<file path="src/sv/rsvb_pkg.sv">
`default_nettype none
package rsvb_pkg;

   // result status codes
   localparam logic [1:0] STATUS_ACC  = 2'd0;
   localparam logic [1:0] STATUS_OUT  = 2'd1;
   localparam logic [1:0] STATUS_ZDIV = 2'd2;

   // configuration register indexes
   localparam logic [2:0] REG_ORIGIN_X = 3'd0;
   localparam logic [2:0] REG_ORIGIN_Y = 3'd1;
   localparam logic [2:0] REG_ORIGIN_Z = 3'd2;
   localparam logic [2:0] REG_STEP_X   = 3'd3;
   localparam logic [2:0] REG_STEP_Y   = 3'd4;
   localparam logic [2:0] REG_STEP_Z   = 3'd5;

   localparam int SUM_W  = 48;
   localparam int HIT_W  = 24;
   localparam int NUM_W  = 43;   // axis numerator h*(step+pos-origin)
   localparam int DIV_W  = 32;   // divisor width of the shared divider
   localparam int LOW_W  = 48;   // dividend bits shifted in by the divider
   localparam int CNT_W  = 6;
   localparam int AXQ_W  = 8;    // axis quotient bits (index below 256)
   localparam int LIN_W  = 24;

   localparam logic [SUM_W-1:0] SUM_MAX = '1;
   localparam logic [HIT_W-1:0] HIT_MAX = '1;

   // divider command: load remainder and dividend tail, run a number of steps
   typedef struct packed {
      logic             start;
      logic [CNT_W-1:0] steps;
      logic [DIV_W-1:0] rem_init;
      logic [LOW_W-1:0] low_init;
   } div_cmd_type;

   typedef struct packed {
      logic busy;
      logic done;
   } div_stat_type;

endpackage
`default_nettype wire

</file>
<file path="src/sv/rsvb_div.sv">
`default_nettype none
module rsvb_div (
   input  wire logic                        clock,
   input  wire logic                        reset,
   input  wire rsvb_pkg::div_cmd_type       cmd,
   input  wire logic [rsvb_pkg::DIV_W-1:0]  divisor,
   output rsvb_pkg::div_stat_type           stat,
   output logic      [rsvb_pkg::LOW_W-1:0]  quotient,
   output logic      [rsvb_pkg::DIV_W-1:0]  remainder
);

   logic                        busy_ff;
   logic [rsvb_pkg::CNT_W-1:0]  cnt_ff;
   logic [rsvb_pkg::DIV_W-1:0]  rem_ff, rem_in;
   logic [rsvb_pkg::LOW_W-1:0]  low_ff;
   logic [rsvb_pkg::LOW_W-1:0]  quo_ff;
   logic [rsvb_pkg::DIV_W:0]    trial;
   logic                        qbit;

   // one restoring step: shift in next dividend bit, subtract if it fits
   always_comb begin
      trial = {rem_ff, low_ff[rsvb_pkg::LOW_W-1]};
      qbit  = (trial >= {1'b0, divisor});
      if (qbit) begin
         rem_in = rsvb_pkg::DIV_W'(trial - {1'b0, divisor});
      end else begin
         rem_in = trial[rsvb_pkg::DIV_W-1:0];
      end
   end

   always_ff @(posedge clock) begin
      if (reset) begin
         busy_ff <= 1'b0;
         cnt_ff  <= '0;
      end else if (cmd.start) begin
         busy_ff <= 1'b1;
         cnt_ff  <= cmd.steps;
      end else if (busy_ff) begin
         cnt_ff <= cnt_ff - 1'b1;
         if (cnt_ff == rsvb_pkg::CNT_W'(1)) begin
            busy_ff <= 1'b0;
         end
      end
   end

   always_ff @(posedge clock) begin
      if (cmd.start) begin
         rem_ff <= cmd.rem_init;
         low_ff <= cmd.low_init;
         quo_ff <= '0;
      end else if (busy_ff) begin
         rem_ff <= rem_in;
         low_ff <= {low_ff[rsvb_pkg::LOW_W-2:0], 1'b0};
         quo_ff <= {quo_ff[rsvb_pkg::LOW_W-2:0], qbit};
      end
   end

   assign stat.busy = busy_ff;
   assign stat.done = busy_ff && (cnt_ff == rsvb_pkg::CNT_W'(1));
   assign quotient  = quo_ff;
   assign remainder = rem_ff;

endmodule
`default_nettype wire

</file>
<file path="config.mk">
export PLATFORM = sky130hd
export DESIGN_NAME = rsvb_div
export DESIGN_NICKNAME = d
export VERILOG_FILES = /design/src/sv/rsvb_pkg.sv /design/src/sv/rsvb_div.sv
export SDC_FILE = /design/constraint.sdc
export NUM_CORES = 1
export LEC_CHECK = 0
export BUFFER_PORTS_ARGS = -buffer_cell sky130_fd_sc_hd__buf_2
export CAP_MARGIN = 40
export CELL_PAD_IN_SITES_DETAIL_PLACEMENT = 1
export CELL_PAD_IN_SITES_GLOBAL_PLACEMENT = 1
export CORE_MARGIN = 5
export CORE_UTILIZATION = 45
export CTS_BUF_LIST = sky130_fd_sc_hd__clkbuf_4
export CTS_CLUSTER_SIZE = 20
export DETAILED_ROUTE_END_ITERATION = 6
export GPL_TIMING_DRIVEN = 0
export HOLD_SLACK_MARGIN = 0.05
export PLACE_DENSITY = 0.88
export SYNTH_ARGS = -nofsm -noshare
export SYNTH_HDL_FRONTEND = slang
export SYNTH_SLANG_ARGS = --single-unit
</file>
<file path="constraint.sdc">
create_clock -name clock -period 7.3 [get_ports clock]
set_input_delay 0.73 -clock clock [delete_from_list [all_inputs] [get_ports clock]]
set_output_delay 0.73 -clock clock [all_outputs]
set_load 0.02 [all_outputs]
</file>
==> results of run 1 <==
worst min-delay path, stage by stage:
cell,delay (ns)
buf_2,0.07
a21oi_1,0.05
nor2_1,0.08
cells by family (layout without fill, tap and decap cells):
logic type	count (synthesis)	in the layout
AND/OR/NAND/NOR	206	206
multiplexers	100	100
other	0	4
buffers and inverters	85	319
flip-flops	135	135
adder cells (fa/ha/maj)	35	35
AO/OA/AOI/OAI	137	137
XOR/XNOR	31	31
final cells by class:
class | instances | area, µm² | area share [%]
sequential | 135 | 3500 | 38.0
tap | 220 | 275 | 2.99
inverter | 46 | 173 | 1.87
clock inverter | 15 | 191 | 2.08
multi-input combinational | 509 | 3730 | 40.5
buffer | 39 | 169 | 1.83
timing repair buffer | 202 | 1030 | 11.2
antenna | 4 | 10.0 | 0.109
clock buffer | 17 | 128 | 1.39
per-stage QoR:
stage,std cells,hold slack (ns),power (mW)
global route,1187,0.380,2.60
global placement,1150,0.476,1.87
floorplan,729,0.525,1.61
detailed placement,1151,0.507,1.90
finish,1187,0.392,2.47
CTS,1183,0.366,2.48
registers in the layout, summed over array words and instances, names as in the netlist:
register,cells
quotient,48
cnt_ff,6
busy_ff,1
remainder,32
low_ff,48
Yosys cell counts, types with 13 or more instances:
library cell / n / area share, %
a21oi_1: 31 / 2.0
a31oi_1: 13 / 1.1
clkbuf_1: 22 / 1.1
dfxtp_1: 55 / 15
edfxtp_1: 80 / 32
ha_1: 34 / 5.6
inv_1: 46 / 2.3
mux2_2: 49 / 7.3
mux2i_1: 51 / 6.7
nand2_1: 46 / 2.3
nand3_1: 20 / 1.3
nor2_1: 80 / 4.0
o21ai_0: 13 / 0.86
o311ai_0: 16 / 1.9
xnor2_1: 15 / 1.7
xor2_1: 16 / 1.9
routing by layer:
layer  global-route usage (%)  up-vias
met2                     42.0      240
met5                        0        -
met4                     9.23        6
met3                     8.54       66
li1                         -     3122
met1                     28.5     3186
layout by cell type (no fill, tap or decap), drive strengths merged, types with 20 or more instances in the layout:
cell	count
nand3	20
buf	219
a21oi	32
nand2	46
inv	53
nor2	80
edfxtp	80
mux2	49
dfxtp	55
mux2i	51
ha	34
clkbuf	39
power groups by stage:
stage | sequential, mW | clock (mW) | combinational [mW]
after floorplan | 1.03 | 0 | 0.579
after global placement | 0.990 | 0 | 0.877
after detailed placement | 0.993 | 0 | 0.909
after CTS | 0.976 | 0.577 | 0.922
after global routing | 0.985 | 0.612 | 1.00
final | 0.977 | 0.566 | 0.929
path summary, 6_finish.rpt:
| kind | from | to | cells past startpoint |
|---|---|---|---|
| setup reg to reg | low_ff[47]$_DFFE_PP_ | remainder[30]$_DFFE_PP_ | 11 |
| hold reg to reg | quotient[35]$_SDFFE_PP0P_ | quotient[35]$_SDFFE_PP0P_ | 2 |
| setup / recovery | low_ff[47]$_DFFE_PP_ | remainder[30]$_DFFE_PP_ | 11 |
| hold / removal | cmd[84] | cnt_ff[4]$_SDFFE_PP0P_ | 3 |
==> metrics.txt, run 1 <==
status=finished clean; HP Class=in -> reg; area delta synth->final=21.7%; fmax=275 MHz; PostCTS Resize Cnt=0; WL met2=between 10 and 15 mm; Mapped Nets=885; max-slew violation count=0; post-CTS setup buffer count=0; max incr delay on CP=0.57 ns; deepest level of the CTS H-tree=4; Tot GR Track Use=24.6%; Crit Path Category=reg -> reg; Setup Viol. Count Final=0; final hold vios=0; Residual DRC=0; TritonCTS Buffers=17; setup_tns=0 ns; Layout Nets=1,106; Clock power frac=between 20% and 30%; Worst VDD drop=0.147 mV; Vias/cell=5.58; final wirelength=24.3 mm; Die Area=19,500 µm²; Logic pwr share=37.6%; clk_lat worst skew=between 0.5 and 0.6 ns; critical path data required time=7.61 ns; Worst Setup Slack post-DPL=3.34 ns; CTS tree=yes; Leak=4.12 nW; CP max-delay cell=o41ai_1; post-synthesis mux area share=14.0%; slew of the pin with the lowest slew margin=about 0.75 ns; number of enable flip-flop cells after synthesis=80; antenna violations before repair=7; CP endpoint kind=flop; Ports=203; Layout Skew=between 0.015 and 0.02 ns; switching share of total power=between 30% and 40%; register area share after synthesis=46.3%; initial core utilization=45.8%; GRT overflow=0; crit-path cells=inv_1, ha_1, fa_1, or2b_1, a21oi_1, o31a_1, o21ai_1, o41ai_1, a221o_1, a2111oi_0, a311o_1; crit share post-route=49.8%; clk buf depth=2; Rel. slew slack=50.1%; Flop pwr share=39.5%; adder-cell share of the synthesized area=5.88%; P_sw=about 0.95 mW; Async S/R FF share, synth=0%; maximum fanout along the worst path=4; Root Driver=clkbuf_4; DR iter-0 viols=388; CP Launch Type=flop; DR vias=6,620; max-cap violations=0; mapped cell area=7570 µm²; Placed Area=8880 µm²; # port buffers=201; unique cell type count in the Yosys netlist=60; Synth Area in Compound Gates=around an eighth; R2R setup slack=3.67 ns; Synth Area per Inst=10.4 µm²; setup slack after layout=3.67 ns; post-synthesis cell count=729; post-route minimum period=3.63 ns; layout cell share with drive strength beyond 1=about 31%; 1st-pass router iterations=5; Met1 Wirelength=9.64 mm; FILL cells=a little under 2,000; hpwl dp=18.2 mm; Int Pwr=1.53 mW; Post-Synth XOR/XNOR Area=3.58%; cell area after layout=9210 µm²; vias in the first global route=7,107; Routed Antenna Nets=0; worst path bufs/invs=1; Ys Warns=0; ys flop type=edfxtp_1; Routed met3 length=1.93 mm; final core utilization=a little under three fifths; first-pass GRT wire length=38.0 mm; crit path DAT=3.94 ns; # hold bufs at CTS=0; Synth Register Bits=135; DR top layer=met5; row count=47; main combinational cell family by area after synthesis=multiplexers; WL/cell=20.5 µm; largest net degree at the start of global routing=53; power per cell area=268 nW/µm²; Floorplan Core Area=16,500 µm²; Die H=about 140 µm; RSZ-0062 raised after global routing=no; clk sinks=135; CP top delay family=compound AO/OA/AOI/OAI gates; Post-Synth Simple-Gate Area=approximately an eighth; Die Wd=140 µm; RePlAce Congestion=0.879; Worst-path clk slew=0.14 ns
Power figures use the tool's default switching activity.
==> inputs of run 2 (changes only) <==
--- a/config.mk
+++ b/config.mk
@@ -10,13 +10,13 @@
 export CELL_PAD_IN_SITES_DETAIL_PLACEMENT = 1
 export CELL_PAD_IN_SITES_GLOBAL_PLACEMENT = 1
 export CORE_MARGIN = 5
-export CORE_UTILIZATION = 45
+export CORE_UTILIZATION = 38
 export CTS_BUF_LIST = sky130_fd_sc_hd__clkbuf_4
 export CTS_CLUSTER_SIZE = 20
 export DETAILED_ROUTE_END_ITERATION = 6
 export GPL_TIMING_DRIVEN = 0
 export HOLD_SLACK_MARGIN = 0.05
-export PLACE_DENSITY = 0.88
+export PLACE_DENSITY = 0.79
 export SYNTH_ARGS = -nofsm -noshare
 export SYNTH_HDL_FRONTEND = slang
 export SYNTH_SLANG_ARGS = --single-unit
==> constraint.sdc (replaced) <==
create_clock -name clock -period 3.2 [get_ports clock]
set_input_delay 0.32 -clock clock [delete_from_list [all_inputs] [get_ports clock]]
set_output_delay 0.32 -clock clock [all_outputs]
set_load 0.02 [all_outputs]
==> run 2 against run 1 <==
  * The run now ends with setup timing left
  * Clock-buffer cell count grew 1
  * Non-clock buffer count grew 100
  * Sequential share of layout area shrank 4.7 points
  * Maximum frequency grew 8.6%
  * Largest cell class unchanged
  * Highest routed layer unchanged
==> metrics.txt, run 2 (synthesized netlist as in run 1, its figures left out) <==
final hold vios=0 (unchanged); Ports=203 (unchanged); RSZ-0062 raised after global routing=yes (was no); Clock power frac=22.1% (was 22.9%); worst path bufs/invs=1 (unchanged); crit share post-route=105% (was 49.8%); setup slack after layout=-0.146 ns (was 3.67 ns); final wirelength=28.4 mm (was 24.3 mm); Vias/cell=5.43 (was 5.58); fmax=299 MHz (was 275 MHz); vias in the first global route=7,669 (was 7,107); GRT overflow=0 (unchanged); Worst VDD drop=0.325 mV (was 0.147 mV); Leak=4.65 nW (was 4.12 nW); first-pass GRT wire length=41.4 mm (was 38.0 mm); 1st-pass router iterations=5 (unchanged); CP max-delay cell=or4b_1 (was o41ai_1); initial core utilization=38.8% (was 45.8%); P_sw=2.39 mW (was 0.946 mW); Cells after DPL=1,196 (was 1,151); clk buf depth=2 (unchanged); Setup Viol. Count Final=29 (was 0); CP top delay family=simple AND/OR/NAND/NOR gates (was compound AO/OA/AOI/OAI gates); Worst-path clk slew=0.15 ns (was 0.14 ns); RePlAce Congestion=0.900 (was 0.879); Residual DRC=0 (unchanged); Worst Setup Slack post-DPL=-0.228 ns (was 3.34 ns); Root Driver=clkbuf_4 (unchanged); row count=51 (was 47); violated checks=setup timing; clk_lat worst skew=0.57 ns (about the same); slew of the pin with the lowest slew margin=0.794 ns (was 0.748 ns); Logic pwr share=42.0% (was 37.6%); Die Area=22,900 µm² (was 19,500 µm²); status=finished with violations (was finished clean); max-slew violation count=0 (unchanged); deepest level of the CTS H-tree=4 (unchanged); Tot GR Track Use=23.7% (was 24.6%); crit path DAT=3.74 ns (was 3.94 ns); area delta synth->final=38.9% (was 21.7%); Rel. slew slack=47.0% (was 50.1%); CP Launch Type=flop (unchanged); Overall Power=6.25 mW (was 2.47 mW); DR iter-0 viols=534 (was 388); Flop pwr share=35.9% (was 39.5%); switching share of total power=38.2% (was 38.3%); Layout Nets=1,206 (was 1,106); maximum fanout along the worst path=6 (was 4); HP Class=in -> reg (unchanged); commonest non-fill, non-tap cell in the layout=buf_2 (unchanged); largest net degree at the start of global routing=63 (was 53); multi-input logic area=3990 µm² (was 3730 µm²); # port buffers=201 (unchanged); DR vias=7,233 (was 6,620); power per cell area=594 nW/µm² (was 268 nW/µm²); register area=3500 µm² (unchanged); TritonCTS Buffers=17 (unchanged); cell area after layout=10,500 µm² (was 9210 µm²); Floorplan Core Area=19,500 µm² (was 16,500 µm²); max-cap violations=0 (unchanged); most frequent cells in the layout=202 x buf_2, 80 x edfxtp_1, 79 x nor2_1 (was 204 x buf_2, 80 x nor2_1, 80 x edfxtp_1); FILL cells=2,253 (was 1,923); WL/cell=21.3 µm (was 20.5 µm); Placed Area=8940 µm² (was 8880 µm²); Routed Antenna Nets=0 (unchanged); CTS tree=yes (unchanged); Crit Path Category=reg -> reg (unchanged); max incr delay on CP=0.53 ns (was 0.57 ns); crit-path cells=ha_2, nand4_4, nor3_1, nor4bb_4, or4_4, a311o_1, a21oi_4, buf_4, or4b_1, o211ai_1 (was inv_1, ha_1, fa_1, or2b_1, a21oi_1, o31a_1, o21ai_1, o41ai_1, a221o_1, a2111oi_0, a311o_1); Die Wd=151 µm (was 140 µm); layout cell share with drive strength beyond 1=33.6% (was 30.6%); hpwl dp=18.5 mm (was 18.2 mm); CP endpoint kind=flop (unchanged); Die H=151 µm (was 140 µm); clk sinks=135 (unchanged); Int Pwr=3.86 mW (was 1.53 mW); post-route minimum period=3.35 ns (was 3.63 ns); critical path data required time=3.60 ns (was 7.61 ns); Non-Filler Instances=1,333 (was 1,187); antenna violations before repair=7 (unchanged); Layout Skew=0.0314 ns (was 0.0188 ns)
==> run 2: cell types whose count changed in the layout (fill, tap and decap cells not counted), moves of 3 or more <==
cell           delta
dlygate4sd3_1    +77
ha_4             +10
buf_4            +26
ha_1             -23
ha_2             +13
clkbuf_1          -5
inv_8             -3
==> run 2: cell type report <==
| cell class | count | share of cell area (%) |
|---|---|---|
| multi-input combinational | 509 | 37.9 |
| sequential | 135 | 33.3 |
| timing repair buffer | 306 | 19.1 |
| tap | 265 | 3.15 |
| clock inverter | 14 | 1.83 |
| buffer | 35 | 1.69 |
| inverter | 46 | 1.64 |
| clock buffer | 18 | 1.28 |
| antenna | 5 | 0.119 |
==> run 2: repair_timing <==
item,4_1_cts,5_1_grt
resized for setup,18,42
hold buffers,73,4
buffers inserted,6,20
pin swaps,2,10
setup endpoints to repair,32,33
gates cloned,1,0
endpoints found under the hold margin,67,4
==> run 2: worst reg2reg max path, stage by stage, from the launching register on <==
cell      delay, ns
edfxtp_1       0.45
ha_2           0.44
nand4_4        0.13
nor3_1         0.34
nor4bb_4       0.52
or4_4          0.22
a311o_1        0.23
a21oi_4        0.08
buf_4          0.16
or4b_1         0.53
o211ai_1       0.10
==> run 2: power groups by stage <==
stage | clock network (mW) | logic, mW | registers (mW)
after detailed placement | 0 | 2.08 | 2.27
after global routing | 1.48 | 2.79 | 2.26
after floorplan | 0 | 1.32 | 2.36
after CTS | 1.37 | 2.27 | 2.23
final | 1.38 | 2.63 | 2.24
after global placement | 0 | 2.02 | 2.26
==> run 2: stage by stage <==
stage	utilization, %	TNS [ns]	hold WS (ns)
floorplan	-	0	0.389
global placement	45.6	-56.72	0.473
detailed placement	45.8	-4.32	0.515
CTS	51.9	0	0.0507
global route	53.9	-4.44	0.0632
finish	53.9	-1.77	0.0899
==> run 2: final timing paths <==
path                                                   to  depth (start not counted)  slack [ns]                 startpoint
worst min-delay path                 low_ff[42]$_DFFE_PP_                          2        0.09                    cmd[42]
worst max register to register    remainder[19]$_DFFE_PP_                         10       -0.15    remainder[22]$_DFFE_PP_
worst min register to register  quotient[33]$_SDFFE_PP0P_                          2        0.53  quotient[32]$_SDFFE_PP0P_
worst max-delay path              remainder[19]$_DFFE_PP_                         10       -0.15    remainder[22]$_DFFE_PP_
==> run 2: layer usage <==
| layer | GRT usage, % | vias to the layer above | routed length (µm) |
|---|---|---|---|
| met5 | 0 | - | 46 |
| met2 | 40.7 | 287 | 14200 |
| met4 | 10.7 | 6 | 1100 |
| met1 | 27.6 | 3529 | 11100 |
| li1 | - | 3334 | - |
| met3 | 6.58 | 77 | 2000 |
==> inputs of run 3 (changes only) <==
--- a/config.mk
+++ b/config.mk
@@ -5,6 +5,7 @@
 export SDC_FILE = /design/constraint.sdc
 export NUM_CORES = 1
 export LEC_CHECK = 0
+export ABC_AREA = 0
 export BUFFER_PORTS_ARGS = -buffer_cell sky130_fd_sc_hd__buf_2
 export CAP_MARGIN = 40
 export CELL_PAD_IN_SITES_DETAIL_PLACEMENT = 1
@@ -20,3 +21,4 @@
 export SYNTH_ARGS = -nofsm -noshare
 export SYNTH_HDL_FRONTEND = slang
 export SYNTH_SLANG_ARGS = --single-unit
+export TNS_END_PERCENT = 50
==> run 3 against run 2 <==
  * The run still ends with setup timing left
  * Sequential power is essentially flat
  * Critical path depth grew 1
  * Hold slack lost 0.0041 ns
  * Non-clock buffer count shrank 6
  * Final cell count shrank 0.45%
  * Critical endpoint is now remainder[18]$_DFFE_PP_
==> metrics.txt, run 3 (synthesized netlist as in run 1, its figures left out) <==
fmax=298 MHz (was 299 MHz); violated checks=setup timing (unchanged); Die Area=22,900 µm² (unchanged); initial core utilization=38.8% (unchanged); HP Class=in -> reg (unchanged); max incr delay on CP=0.53 ns (about the same); TritonCTS Buffers=17 (unchanged); Vias/cell=5.44 (was 5.43); hpwl dp=18.5 mm (unchanged); post-route minimum period=3.35 ns (about the same); Layout Nets=1,200 (was 1,206); clk buf depth=2 (unchanged); max-cap violations=0 (unchanged); Worst-path clk slew=0.14 ns (was 0.15 ns); DR vias=7,217 (was 7,233); critical path data required time=3.50 ns (was 3.60 ns); Layout Skew=0.0323 ns (was 0.0314 ns); clk sinks=135 (unchanged); Leak=4.62 nW (was 4.65 nW); Die H=151 µm (unchanged); Tot GR Track Use=23.7% (unchanged); crit path DAT=3.65 ns (was 3.74 ns); CP endpoint kind=flop (unchanged); antenna violations before repair=7 (unchanged); area delta synth->final=38.4% (was 38.9%); crit share post-route=105% (about the same); DR iter-0 viols=524 (was 534); Floorplan Core Area=19,500 µm² (unchanged); Worst VDD drop=0.326 mV (was 0.325 mV); WL/cell=21.4 µm (was 21.3 µm); power per cell area=593 nW/µm² (was 594 nW/µm²); status=finished with violations (unchanged); first-pass GRT wire length=41.4 mm (unchanged); RSZ-0062 raised after global routing=yes (unchanged); deepest level of the CTS H-tree=4 (unchanged); max-slew violation count=0 (unchanged); Die Wd=151 µm (unchanged); Ports=203 (unchanged); Residual DRC=0 (unchanged); CP Launch Type=flop (unchanged); commonest non-fill, non-tap cell in the layout=buf_2 (unchanged); most frequent cells in the layout=202 x buf_2, 80 x edfxtp_1, 79 x nor2_1 (unchanged); slew of the pin with the lowest slew margin=0.713 ns (was 0.794 ns); Root Driver=clkbuf_4 (unchanged); setup_tns=-1.82 ns (was -1.77 ns); Crit Path Category=reg -> reg (unchanged); Setup Viol. Count Final=29 (unchanged); RePlAce Congestion=0.900 (unchanged); final hold vios=0 (unchanged); worst path bufs/invs=2 (was 1); Rel. slew slack=52.4% (was 47.0%); crit-path cells=ha_2, nand2_1, nor3_1, nor4bb_4, or4_4, a311o_1, a21oi_4, buf_6, buf_8, mux2i_1, a21oi_1 (was ha_2, nand4_4, nor3_1, nor4bb_4, or4_4, a311o_1, a21oi_4, buf_4, or4b_1, o211ai_1); maximum fanout along the worst path=10 (was 6); largest net degree at the start of global routing=63 (unchanged); CP max-delay cell=or4_4 (was or4b_1); CTS tree=yes (unchanged); setup slack after layout=-0.153 ns (was -0.146 ns); CP top delay family=simple AND/OR/NAND/NOR gates (unchanged); Overall Power=6.22 mW (was 6.25 mW); vias in the first global route=7,669 (unchanged); 1st-pass router iterations=5 (unchanged); row count=51 (unchanged); layout cell share with drive strength beyond 1=33.3% (was 33.6%); Routed Antenna Nets=0 (unchanged); clk_lat worst skew=0.58 ns (was 0.57 ns); # port buffers=201 (unchanged); final wirelength=28.4 mm (about the same); GRT overflow=0 (unchanged)
[run 3: cell count changes in the layout (fill, tap and decap cells not counted), sizes merged]
cell / change
buf: -6
[run 3: final timing paths]
path                             start                         to  slack, ns  cells after the start
max            remainder[25]$_DFFE_PP_    remainder[18]$_DFFE_PP_      -0.15                     11
min                            cmd[42]       low_ff[42]$_DFFE_PP_       0.09                      2
max reg2reg    remainder[25]$_DFFE_PP_    remainder[18]$_DFFE_PP_      -0.15                     11
min reg2reg  quotient[32]$_SDFFE_PP0P_  quotient[33]$_SDFFE_PP0P_       0.52                      2
[run 3: per-layer routing]
layer | up-vias | share of wire, % | track usage (%)
li1 | 3313 | - | -
met1 | 3514 | 39 | 27.6
met2 | 315 | 50 | 40.7
met3 | 71 | 7.6 | 6.58
met4 | 4 | 3.8 | 10.7
met5 | - | 0.12 | 0
[run 3: cell type report]
cell class,count,area [µm²]
antenna,5,12.5
clock inverter,14,193
buffer,35,178
tap,265,332
inverter,46,173
clock buffer,18,135
sequential,135,3500
timing repair buffer,300,1960
fill,2256,9040
multi-input combinational,509,4000
[run 3: power by group]
group	switching, mW	internal (mW)
Combinational	1.48	1.12
Clock	0.741	0.638
Sequential	0.154	2.09
[run 3: per-stage QoR]
step	instances	hold WS (ns)	utilization (%)	instance area, µm²	setup slack (ns)
2_1_floorplan	729	0.389	-	7570	0.233
3_3_place_gp	1195	0.473	45.6	8910	-0.677
3_5_place_dp	1196	0.515	45.8	8940	-0.228
4_1_cts	1307	0.0507	51.9	10100	0.000914
5_1_grt	1327	0.0630	53.7	10500	-0.178
6_report	1327	0.0859	53.7	10500	-0.153
[run 3: repair_timing]
action	4_1_cts	5_1_grt
setup endpoints to repair	32	33
setup buffers	6	14
hold buffers	73	4
resized for setup	18	43
pin swaps	2	10
cloned	1	0
endpoints found under the hold margin	67	4
